==> src/sv/hpi_pkg.sv <==
// ----------------------------------------------------------------------------
// hpi_pkg
// Shared types and constants of the homopolymer indel injector.
// ----------------------------------------------------------------------------
package hpi_pkg;

    // default rate table depth
    localparam int TABLE_DEPTH_DEF = 16;

    // field widths
    localparam int CFG_W   = 5;
    localparam int BASE_W  = 2;
    localparam int ERR_W   = 2;
    localparam int ENTRY_W = 4;
    localparam int RATE_W  = 32;
    localparam int RUN_W   = 5;
    localparam int APB_AW  = 3;
    localparam int APB_DW  = 32;

    // register map (byte addresses)
    localparam logic [APB_AW-1:0] ADDR_TABLE_ENTRIES = 3'd0;

    // item kinds
    localparam logic REQ_BASE = 1'b0;
    localparam logic REQ_LOAD = 1'b1;

    // error codes
    typedef enum logic [ERR_W-1:0] {
        ERR_NONE  = 2'd0,
        ERR_SUBST = 2'd1,
        ERR_DEL   = 2'd2,
        ERR_INS   = 2'd3
    } t_err;

    // indel direction of the current run
    typedef enum logic [1:0] {
        DIR_NONE = 2'd0,
        DIR_INS  = 2'd1,
        DIR_DEL  = 2'd2
    } t_dir;

    // one input beat
    typedef struct packed {
        logic              req_type;
        logic              new_read;
        logic [BASE_W-1:0] base;
        logic [RATE_W-1:0] random_value;
        logic [ERR_W-1:0]  prior_error;
        logic [ENTRY_W-1:0] entry_index;
        logic [RATE_W-1:0] deletion_rate;
        logic [RATE_W-1:0] insertion_rate;
    } t_item;

    // control handed from the run tracker to the indel decision stage
    typedef struct packed {
        logic              is_load;
        logic              new_run;
        logic              hit;
        logic [ERR_W-1:0]  prior_error;
        logic [RATE_W-1:0] random_value;
        logic [RUN_W-1:0]  run_length;
    } t_stage_b;

endpackage

==> src/sv/hpi_ram.sv <==
// ----------------------------------------------------------------------------
// hpi_ram
// Generic simple dual-port RAM, one write port, one registered read port.
// ----------------------------------------------------------------------------
module hpi_ram #(
    parameter int WIDTH = 32,
    parameter int DEPTH = 16
) (
    input  logic                     i_clk,
    input  logic                     i_we,
    input  logic [$clog2(DEPTH)-1:0] i_waddr,
    input  logic [WIDTH-1:0]         i_wdata,
    input  logic                     i_re,
    input  logic [$clog2(DEPTH)-1:0] i_raddr,
    output logic [WIDTH-1:0]         o_rdata
);

    logic [WIDTH-1:0] r_mem [DEPTH];
    logic [WIDTH-1:0] r_rdata;

    // write port
    always_ff @(posedge i_clk) begin
        if (i_we) begin
            r_mem[i_waddr] <= i_wdata;
        end
    end

    // registered read port
    always_ff @(posedge i_clk) begin
        if (i_re) begin
            r_rdata <= r_mem[i_raddr];
        end
    end

    assign o_rdata = r_rdata;

endmodule

==> src/sv/hpi_run_track.sv <==
// ----------------------------------------------------------------------------
// hpi_run_track
// Run tracking and rate table access: updates last base and run length,
// writes rate entries on load beats and reads the entry for the run length.
// ----------------------------------------------------------------------------
module hpi_run_track #(
    parameter int TABLE_DEPTH = hpi_pkg::TABLE_DEPTH_DEF
) (
    input  logic                      i_clk,
    input  logic                      i_rst_n,
    input  logic                      i_adv,
    input  logic                      i_a_valid,
    input  hpi_pkg::t_item            i_a_item,
    input  logic [hpi_pkg::CFG_W-1:0] i_cfg_entries,
    output logic                      o_b_valid,
    output hpi_pkg::t_stage_b         o_b_ctl,
    output logic [2*hpi_pkg::RATE_W-1:0] o_rates
);
    import hpi_pkg::*;

    localparam int CW = $clog2(TABLE_DEPTH + 1);
    localparam int AW = $clog2(TABLE_DEPTH);
    localparam int EW = (CW > CFG_W) ? CW : CFG_W;

    logic [BASE_W-1:0]      r_last_base;
    logic                   r_run_active;
    logic [CW-1:0]          r_count;
    logic [TABLE_DEPTH-1:0] r_loaded;
    logic                   r_b_valid;
    t_stage_b               r_b_ctl;

    logic [BASE_W-1:0] n_last_base;
    logic              n_run_active;
    logic [CW-1:0]     n_count;
    logic              new_run;
    logic              is_load;
    logic              load_ok;
    logic [EW-1:0]     cfg_e;
    logic [EW-1:0]     eff;
    logic [EW-1:0]     lim;
    logic [EW-1:0]     cnt_e;
    logic [EW-1:0]     idx;
    logic [AW-1:0]     rd_addr;
    logic [AW-1:0]     wr_addr;
    logic              wr_en;
    logic              rd_en;

    assign is_load = (i_a_item.req_type == REQ_LOAD);
    assign load_ok = (32'(i_a_item.entry_index) < 32'(TABLE_DEPTH));

    // a new run starts on a new read, with no run yet, or on a changed base
    assign new_run = i_a_item.new_read || !r_run_active || (i_a_item.base != r_last_base);

    // next run state
    always_comb begin
        n_last_base  = r_last_base;
        n_run_active = r_run_active;
        n_count      = r_count;
        if (!is_load) begin
            if (new_run) begin
                n_last_base  = i_a_item.base;
                n_run_active = 1'b1;
                n_count      = CW'(1);
            end else if (r_count < CW'(TABLE_DEPTH)) begin
                n_count = r_count + 1'b1;
            end
        end
    end

    // table index: run length clamped to the last configured entry
    always_comb begin
        cfg_e = EW'(i_cfg_entries);
        if (cfg_e == '0) begin
            eff = EW'(1);
        end else if (cfg_e > EW'(TABLE_DEPTH)) begin
            eff = EW'(TABLE_DEPTH);
        end else begin
            eff = cfg_e;
        end
        lim   = eff - 1'b1;
        cnt_e = EW'(n_count);
        idx   = (cnt_e < lim) ? cnt_e : lim;
    end

    assign rd_addr = AW'(idx);
    assign wr_addr = AW'(i_a_item.entry_index);
    assign wr_en   = i_adv && i_a_valid && is_load && load_ok;
    assign rd_en   = i_adv;

    // rate table: insertion rate in the upper half, deletion in the lower
    hpi_ram #(
        .WIDTH (2 * RATE_W),
        .DEPTH (TABLE_DEPTH)
    ) u_rates (
        .i_clk   (i_clk),
        .i_we    (wr_en),
        .i_waddr (wr_addr),
        .i_wdata ({i_a_item.insertion_rate, i_a_item.deletion_rate}),
        .i_re    (rd_en),
        .i_raddr (rd_addr),
        .o_rdata (o_rates)
    );

    // run state and loaded flags
    always_ff @(posedge i_clk) begin
        if (!i_rst_n) begin
            r_last_base  <= '0;
            r_run_active <= 1'b0;
            r_count      <= '0;
            r_loaded     <= '0;
        end else if (i_adv && i_a_valid) begin
            r_last_base  <= n_last_base;
            r_run_active <= n_run_active;
            r_count      <= n_count;
            if (wr_en) begin
                r_loaded[wr_addr] <= 1'b1;
            end
        end
    end

    // stage B valid
    always_ff @(posedge i_clk) begin
        if (!i_rst_n) begin
            r_b_valid <= 1'b0;
        end else if (i_adv) begin
            r_b_valid <= i_a_valid;
        end
    end

    // stage B payload
    always_ff @(posedge i_clk) begin
        if (i_adv) begin
            r_b_ctl.is_load      <= is_load;
            r_b_ctl.new_run      <= new_run;
            r_b_ctl.hit          <= r_loaded[rd_addr];
            r_b_ctl.prior_error  <= i_a_item.prior_error;
            r_b_ctl.random_value <= i_a_item.random_value;
            r_b_ctl.run_length   <= RUN_W'(n_count);
        end
    end

    assign o_b_valid = r_b_valid;
    assign o_b_ctl   = r_b_ctl;

endmodule

==> src/sv/hpi_indel_decide.sv <==
// ----------------------------------------------------------------------------
// hpi_indel_decide
// Compares the random word against the selected rates, keeps the indel
// direction of the run and holds the result register.
// ----------------------------------------------------------------------------
module hpi_indel_decide (
    input  logic                        i_clk,
    input  logic                        i_rst_n,
    input  logic                        i_adv,
    input  logic                        i_b_valid,
    input  hpi_pkg::t_stage_b           i_b_ctl,
    input  logic [2*hpi_pkg::RATE_W-1:0] i_rates,
    output logic                        o_valid,
    output logic [hpi_pkg::ERR_W-1:0]   o_error_type,
    output logic [hpi_pkg::RUN_W-1:0]   o_run_length
);
    import hpi_pkg::*;

    t_dir              r_dir;
    t_dir              n_dir;
    t_err              err;
    logic              r_out_valid;
    logic [ERR_W-1:0]  r_error_type;
    logic [RUN_W-1:0]  r_run_length;
    logic [RATE_W-1:0] del_rate;
    logic [RATE_W-1:0] ins_rate;
    logic [RATE_W:0]   sum_rate;
    logic              hit_del;
    logic              hit_ins;
    logic              hit_sum;

    // entries never loaded read as zero
    assign del_rate = i_b_ctl.hit ? i_rates[RATE_W-1:0] : '0;
    assign ins_rate = i_b_ctl.hit ? i_rates[2*RATE_W-1:RATE_W] : '0;
    assign sum_rate = {1'b0, del_rate} + {1'b0, ins_rate};
    assign hit_del  = (i_b_ctl.random_value < del_rate);
    assign hit_ins  = (i_b_ctl.random_value < ins_rate);
    assign hit_sum  = ({1'b0, i_b_ctl.random_value} < sum_rate);

    // error selection and next direction
    always_comb begin
        err   = t_err'(i_b_ctl.prior_error);
        n_dir = r_dir;
        if (i_b_ctl.is_load) begin
            err = ERR_NONE;
        end else if (i_b_ctl.new_run) begin
            n_dir = DIR_NONE;
        end else begin
            case (r_dir)
                DIR_NONE: begin
                    if (hit_del) begin
                        err   = ERR_DEL;
                        n_dir = DIR_DEL;
                    end else if (hit_sum) begin
                        err   = ERR_INS;
                        n_dir = DIR_INS;
                    end
                end
                DIR_INS: begin
                    if (hit_ins) begin
                        err = ERR_INS;
                    end
                end
                DIR_DEL: begin
                    if (hit_del) begin
                        err = ERR_DEL;
                    end
                end
                default: begin
                    err = t_err'(i_b_ctl.prior_error);
                end
            endcase
        end
    end

    // direction and result valid
    always_ff @(posedge i_clk) begin
        if (!i_rst_n) begin
            r_dir       <= DIR_NONE;
            r_out_valid <= 1'b0;
        end else if (i_adv) begin
            r_out_valid <= i_b_valid;
            if (i_b_valid) begin
                r_dir <= n_dir;
            end
        end
    end

    // result payload
    always_ff @(posedge i_clk) begin
        if (i_adv) begin
            r_error_type <= err;
            r_run_length <= i_b_ctl.run_length;
        end
    end

    assign o_valid      = r_out_valid;
    assign o_error_type = r_error_type;
    assign o_run_length = r_run_length;

endmodule

==> src/sv/homopolymer_indel_injector.sv <==
// ----------------------------------------------------------------------------
// homopolymer_indel_injector
// Injects homopolymer deletions and insertions into a base stream using
// per-run-length rate tables loaded through the input channel.
// ----------------------------------------------------------------------------
//  channel  | handshake          | payload
//  ---------+--------------------+-----------------------------------------
//  input    | i_valid / o_stall  | req_type, new_read, base, random_value,
//           |                    | prior_error, entry_index, rates
//  output   | o_valid / i_stall  | error_type, run_length
//  config   | APB psel/penable   | table_entries at byte address 0
//
//  One beat per cycle while the result side does not stall; a result passes
//  the input register, the rate RAM read register and the result register
//  before it is offered.
//  A stalled result freezes the whole pipe; o_stall follows it directly.
//  Reset clears run state, direction and the per-entry loaded flags; a
//  table entry not yet loaded reads as zero, so no clearing pass is needed.
// ----------------------------------------------------------------------------
module homopolymer_indel_injector #(
    parameter int TABLE_DEPTH = hpi_pkg::TABLE_DEPTH_DEF
) (
    input  logic                        i_clk,
    input  logic                        i_rst_n,
    // input channel
    input  logic                        i_valid,
    output logic                        o_stall,
    input  logic                        i_req_type,
    input  logic                        i_new_read,
    input  logic [hpi_pkg::BASE_W-1:0]  i_base,
    input  logic [hpi_pkg::RATE_W-1:0]  i_random_value,
    input  logic [hpi_pkg::ERR_W-1:0]   i_prior_error,
    input  logic [hpi_pkg::ENTRY_W-1:0] i_entry_index,
    input  logic [hpi_pkg::RATE_W-1:0]  i_deletion_rate,
    input  logic [hpi_pkg::RATE_W-1:0]  i_insertion_rate,
    // output channel
    output logic                        o_valid,
    input  logic                        i_stall,
    output logic [hpi_pkg::ERR_W-1:0]   o_error_type,
    output logic [hpi_pkg::RUN_W-1:0]   o_run_length,
    // configuration port
    input  logic                        psel,
    input  logic                        penable,
    input  logic                        pwrite,
    input  logic [hpi_pkg::APB_AW-1:0]  paddr,
    input  logic [hpi_pkg::APB_DW-1:0]  pwdata,
    output logic [hpi_pkg::APB_DW-1:0]  prdata,
    output logic                        pready
);
    import hpi_pkg::*;

    logic [CFG_W-1:0]  r_table_entries;
    logic              r_a_valid;
    t_item             r_a_item;
    logic              adv;
    logic              cfg_wr;
    logic              b_valid;
    t_stage_b          b_ctl;
    logic [2*RATE_W-1:0] rates;

    // pipe moves unless a held result is stalled
    assign adv     = !(o_valid && i_stall);
    assign o_stall = !adv;

    // configuration register
    assign pready = 1'b1;
    assign cfg_wr = psel && penable && pwrite && pready && (paddr == ADDR_TABLE_ENTRIES);
    assign prdata = (paddr == ADDR_TABLE_ENTRIES) ? APB_DW'(r_table_entries) : '0;

    always_ff @(posedge i_clk) begin
        if (!i_rst_n) begin
            r_table_entries <= CFG_W'(1);
        end else if (cfg_wr) begin
            r_table_entries <= pwdata[CFG_W-1:0];
        end
    end

    // input register valid
    always_ff @(posedge i_clk) begin
        if (!i_rst_n) begin
            r_a_valid <= 1'b0;
        end else if (adv) begin
            r_a_valid <= i_valid;
        end
    end

    // input register payload
    always_ff @(posedge i_clk) begin
        if (adv) begin
            r_a_item.req_type       <= i_req_type;
            r_a_item.new_read       <= i_new_read;
            r_a_item.base           <= i_base;
            r_a_item.random_value   <= i_random_value;
            r_a_item.prior_error    <= i_prior_error;
            r_a_item.entry_index    <= i_entry_index;
            r_a_item.deletion_rate  <= i_deletion_rate;
            r_a_item.insertion_rate <= i_insertion_rate;
        end
    end

    hpi_run_track #(
        .TABLE_DEPTH (TABLE_DEPTH)
    ) u_run_track (
        .i_clk         (i_clk),
        .i_rst_n       (i_rst_n),
        .i_adv         (adv),
        .i_a_valid     (r_a_valid),
        .i_a_item      (r_a_item),
        .i_cfg_entries (r_table_entries),
        .o_b_valid     (b_valid),
        .o_b_ctl       (b_ctl),
        .o_rates       (rates)
    );

    hpi_indel_decide u_indel_decide (
        .i_clk        (i_clk),
        .i_rst_n      (i_rst_n),
        .i_adv        (adv),
        .i_b_valid    (b_valid),
        .i_b_ctl      (b_ctl),
        .i_rates      (rates),
        .o_valid      (o_valid),
        .o_error_type (o_error_type),
        .o_run_length (o_run_length)
    );

endmodule

==> config.mk <==
export PLATFORM = sky130hd
export DESIGN_NAME = homopolymer_indel_injector
export DESIGN_NICKNAME = d
export VERILOG_FILES = /design/src/sv/hpi_pkg.sv /design/src/sv/hpi_ram.sv /design/src/sv/hpi_run_track.sv /design/src/sv/hpi_indel_decide.sv /design/src/sv/homopolymer_indel_injector.sv
export SDC_FILE = /design/constraint.sdc
export NUM_CORES = 2
export LEC_CHECK = 0
export BUFFER_PORTS_ARGS = -buffer_cell sky130_fd_sc_hd__buf_2
export CAP_MARGIN = 20
export CORE_MARGIN = 4
export CORE_UTILIZATION = 30
export CTS_CLUSTER_SIZE = 40
export DETAILED_ROUTE_END_ITERATION = 12
export GPL_ROUTABILITY_DRIVEN = 0
export GPL_TIMING_DRIVEN = 0
export PLACE_DENSITY_LB_ADDON = 0.3
export SLEW_MARGIN = 20
export SYNTH_ARGS = -nofsm -noshare
export SYNTH_HDL_FRONTEND = slang
export SYNTH_SLANG_ARGS = --single-unit
==> constraint.sdc <==
create_clock -name i_clk -period 39 [get_ports i_clk]
set_input_delay 5.85 -clock i_clk [delete_from_list [all_inputs] [get_ports i_clk]]
set_output_delay 5.85 -clock i_clk [all_outputs]
set_load 0.02 [all_outputs]
* Word-level counts from Yosys, hierarchy flattened
Memories as Yosys holds them, arrays and structs flattened. A register that Yosys moved wholly into a read port is not among the register bits.
Cells that the tools add are included.
** Storage, ports and cells
- Bits in registers :: 189
- RAM bits :: 1024
- Bits of input ports :: 148
- Output and inout bits :: 42
- Logic and storage cells :: 90
- Memories kept :: 1
** Operators by class
- Add/sub/neg operators :: 3
- $lt $le $gt $ge :: 9
- Equality and inequality tests :: 3
- Multiplexer cells :: 25
- Bitwise gates (word level) :: 4
- Reduce and logical (&&, ||, !) cells :: 20
** Memories
- u_run_track.u_rates.r_mem :: depth 16, width 64, read ports 1, clocked after memory_dff 1, write ports 1, RTL line hpi_ram.sv:18 : logic [WIDTH-1:0] r_mem [DEPTH];
** Operator list (count)
- < comparator 32 bit :: 2
- two-way mux 32 bit :: 2
- adder 32 x 32 -> 33 bit :: 1
- < comparator 32 x 33 -> 1 bit :: 1
- two-way mux 5 bit :: 6
- two-way mux 2 bit :: 9
- OR 16 bit :: 1
- < comparator 4 x 5 -> 1 bit (second input constant) :: 2
- logical AND 1 bit :: 7
- one-hot mux 2 bit (3 select lines) :: 1
- adder 5 x 1 -> 5 bit (second input constant) :: 1
- greater-than comparator 5 bit (second input constant) :: 1
- zero test 5 bit :: 1
- < comparator 5 bit :: 1
- < comparator 5 bit (second input constant) :: 1
- AND reduction 5 bit :: 1
- subtractor 5 x 1 -> 5 bit (second input constant) :: 1
- binary-select mux 1 bit (select 4 bit) :: 1
- demux 1 bit (select 4 bit) :: 1
- >= comparator 4 x 1 -> 1 bit (second input constant) :: 1
- two-way mux 1 bit :: 4
- two-way mux 4 bit :: 1
- zero test 1 bit :: 3
- zero test 3 bit :: 1
- 10 further kinds :: 13

* Logic depth before layout (Yosys ltp)
- Word-level depth :: 9
- Mapped depth :: 22
- Gate-level depth less buffers :: 20

* By module
From an unflattened synthesis, not the netlist that was laid out.
** Unflattened totals
- Cell total of the unflattened synthesis :: 2639
- Area total of the unflattened synthesis :: 51197.9 um^2
** Modules (own cells, without submodules)
- hpi_ram :: times used 1, cells each 1647, area an instance 40223.6 um^2, sequential area each 32671.3 um^2
- hpi_indel_decide :: times used 1, cells each 616, area an instance 4541.9 um^2, sequential area each 270.3 um^2
- homopolymer_indel_injector :: times used 1, cells each 172, area an instance 3706.1 um^2, sequential area each 3303.2 um^2
- hpi_run_track :: times used 1, cells each 204, area an instance 2726.4 um^2, sequential area each 1761.7 um^2

* Worst setup path after synthesis
No wires, ideal clock.
- Path kind :: input port to output port
- Start point :: in i_stall
- End point :: out o_stall
- Arrival time :: 11725 ps
- Required time :: 33150 ps
- Path slack :: 21425 ps
- Cell stages on the path :: 2
- Buffers on the path :: 0
- Cell sequence :: nand2_1 -> inv_1
** Between the ends
- Word-level cells in the longest chain between the ends :: 1
** RTL lines
- start: declaration :: RTL line homopolymer_indel_injector.sv:38 : input logic i_stall,
- logical AND 1 bit :: RTL line homopolymer_indel_injector.sv:62 : assign adv = !(o_valid && i_stall);
- end: declaration :: RTL line homopolymer_indel_injector.sv:27 : output logic o_stall,
No other way between the ends.

* Final worst setup path
Ends and elaborated chain as after synthesis.

==> results_dict.tcl <==
set metrics [dict create \
    status "completed" \
    cts_sinks 1277 \
    yosys.area.top_type_share_pct 68.70 \
    synth_edf_count 1243 \
    rsz0062_at_grt "false" \
    syn_to_final_growth_pct 18.20 \
    clock-skew-final_ns 0.02167 \
    insertion_delay_ns 0.76 \
    portBuffers 134 \
    postCtsSetupBuffers 0 \
    cts.repair.resized 0 \
    synthFlopType "edfxtp_1" \
    coreArea_um2 179200 \
    cts-root-buf "clkbuf_16" \
    yosysTopAreaCell "edfxtp_1" \
    start_util_pct 30.32 \
    fp.dieArea_um2 188000 \
    ys_ff_latch 1277 \
    yosysWarnings 0 \
    wl_um 136700 \
    preCtsSetupSlack_ns 26.36 \
    antenna_left 0 \
    drv_slew 0 \
    vias_per_cell 4.623 \
    setup_ws_ns 26.41 \
    via_count 27730 \
    critPathRequiredTime_ns 33.15 \
    drt_iter0_markers 1911 \
    hold_viol_final 0 \
    synthDistinctLibCells 65 \
    layout-drive-gt1-share_pct 15.86 \
    final_cell_area_um2 64220 \
    syn_area_per_cell_um2 17.28 \
    ys_seq_area_share_pct 69.95 \
    antenna_found_initial 7 \
    gr-usage-all-layers_pct 14.40 \
    cts-buffers-inserted 139 \
    layout_commonest_cell "edfxtp_1" \
    slowest_stage "buf_16" \
    grt_overflow 0 \
    crit_buf_inv 4 \
    path_class "input pin to primary output" \
    max_freq_ghz 0.07943 \
    firstDrtPassIters 6 \
    holdWs_ns 0.4182 \
    placed_cell_area_um2 59750 \
    min_period_over_period_pct 32.28 \
    cts_hold_buf 0 \
    post_drt_wl_per_cell_um 22.80 \
    min_path_type "flip-flop to flip-flop" \
    crit_top_cell "buf_2" \
    endpoint_kind "primary output" \
    num_io_pins 190 \
    max_stage_delay_ns 0.26 \
    cp_max_fo 44 \
    maxCapViolations 0 \
    die_height_um 433.6 \
    dp_cells 5753 \
    worst_pin_slew_ns 1.032 \
    grt_pass1_wl_um 195400 \
    synth_area_leaders "edfxtp_1 69%, mux2i_1 18%, ha_1 3.0%, buf_12 1.3%, dfxtp_1 1.3%" \
    instances_no_fill 5997 \
    p_total_mw 3.183 \
    p_per_area_nw_per_um2 49.55 \
    htreeDepth 4 \
    fin_crit_ns 12.59 \
    critPathArrivalTime_ns 6.74 \
    final_cell_mix "1243 x edfxtp_1, 980 x mux2i_1, 181 x buf_2, 142 x clkbuf_16, 131 x ha_1" \
    grt_max_degree 48 \
    r2r_setup_slack_ns 31.50 \
    clock_path_buffers 3 \
    clk_pin_slew_ns 0.06 \
    synthCells 3144 \
    setup_viol 0 \
    async_flop_share_pct 0 \
    utilization_pct 35.84 \
    nets 3819 \
    crit_chain "buf_2, nand2_4, buf_16, inv_1, buf_2" \
    tns_ns 0 \
    drcViolationCount 0 \
    syn_area_um2 54330 \
    peakVddDrop_mv 0.02857 \
    p_leak_nw 27.83 \
    start_kind "input pin" \
    rows 155 \
    die_x_um 433.6 \
    cts_tree "built" \
    path_delay_family "buffers and inverters" \
    hpwlAfterDp_um 93710 \
    grt_pass1_vias 27800 \
    slew_headroom_pct 30.79 \
]
[registers in the layout, summed over array words and instances, names as in the netlist]
name	count
r_table_entries	5
u_run_track.u_rates.r_mem	1024
u_run_track.u_rates.o_rdata	64
u_indel_decide.o_valid	1
u_run_track.r_count	5
r_a_valid	1
u_indel_decide.o_error_type	2
r_a_item	106
u_indel_decide.o_run_length	5
u_run_track.r_run_active	1
u_run_track.r_last_base	2
u_run_track.r_loaded	16
u_indel_decide.r_dir	2
u_run_track.o_b_valid	1
u_run_track.o_b_ctl	42
[kinds of logic after synthesis]
logic type / Yosys count / synth area share, %
DFF: 1277 / 69.95
muxes: 981 / 18.08
and+or+nand+nor: 246 / 2.179
AOI/OAI and AO/OA: 242 / 2.883
buffers and inverters: 233 / 3.316
adders and majority gates: 132 / 3.054
xor gates and xnor gates: 31 / 0.5273
other: 2 / 0.01382
[final timing paths]
check | end | depth (start not counted) | startpoint
worst max-delay path | o_stall | 5 | i_stall
worst min register to register | u_indel_decide.o_run_length[4]$_DFFE_PN_ | 0 | u_run_track.o_b_ctl[4]$_DFFE_PN_
worst min-delay path | u_indel_decide.o_run_length[4]$_DFFE_PN_ | 0 | u_run_track.o_b_ctl[4]$_DFFE_PN_
worst max register to register | u_indel_decide.o_error_type[1]$_SDFFCE_PP0N_ | 21 | u_run_track.o_b_ctl[39]$_DFFE_PN_
[final cells by class]
type / count / area [µm²]
inverter: 82 / 307.8
sequential: 1277 / 38010
multi-input combinational: 1660 / 14740
antenna: 4 / 10.01
clock buffer: 165 / 3650
tap: 2355 / 2947
timing repair buffer: 228 / 2251
fill: 16840 / 115000
clock inverter: 75 / 814.5
buffer: 151 / 1496
[synth_stat cells (10+ instances only)]
cell type  count
edfxtp_1    1243
mux2i_1      980
ha_1         131
nand2_1      103
inv_1         82
a21oi_1       57
o21ai_0       55
buf_2         47
nor2_1        40
buf_12        34
dfxtp_1       34
a21o_1        31
buf_4         29
o21a_1        27
clkbuf_1      18
nand4_1       17
xnor2_1       17
nor3_1        14
nand3_1       12
nor2b_1       12
xor2_1        12
buf_8         11
buf_6         10
[power by group]
| part | switching [mW] | leakage (nW) | internal, mW |
|---|---|---|---|
| clock network | 0.536 | 2.17 | 0.772 |
| logic | 0.164 | 13.8 | 0.128 |
| registers | 0.0380 | 11.8 | 1.54 |
[metal layers]
metal | part of all wire [%] | wire length [µm] | track usage [%]
met4 | 2.7 | 3669 | 4.601
met5 | 0.025 | 34 | 0
met2 | 49 | 67400 | 24.69
met3 | 3.9 | 5394 | 2.510
met1 | 44 | 60250 | 18.51
(Power assumes the default switching activity.)
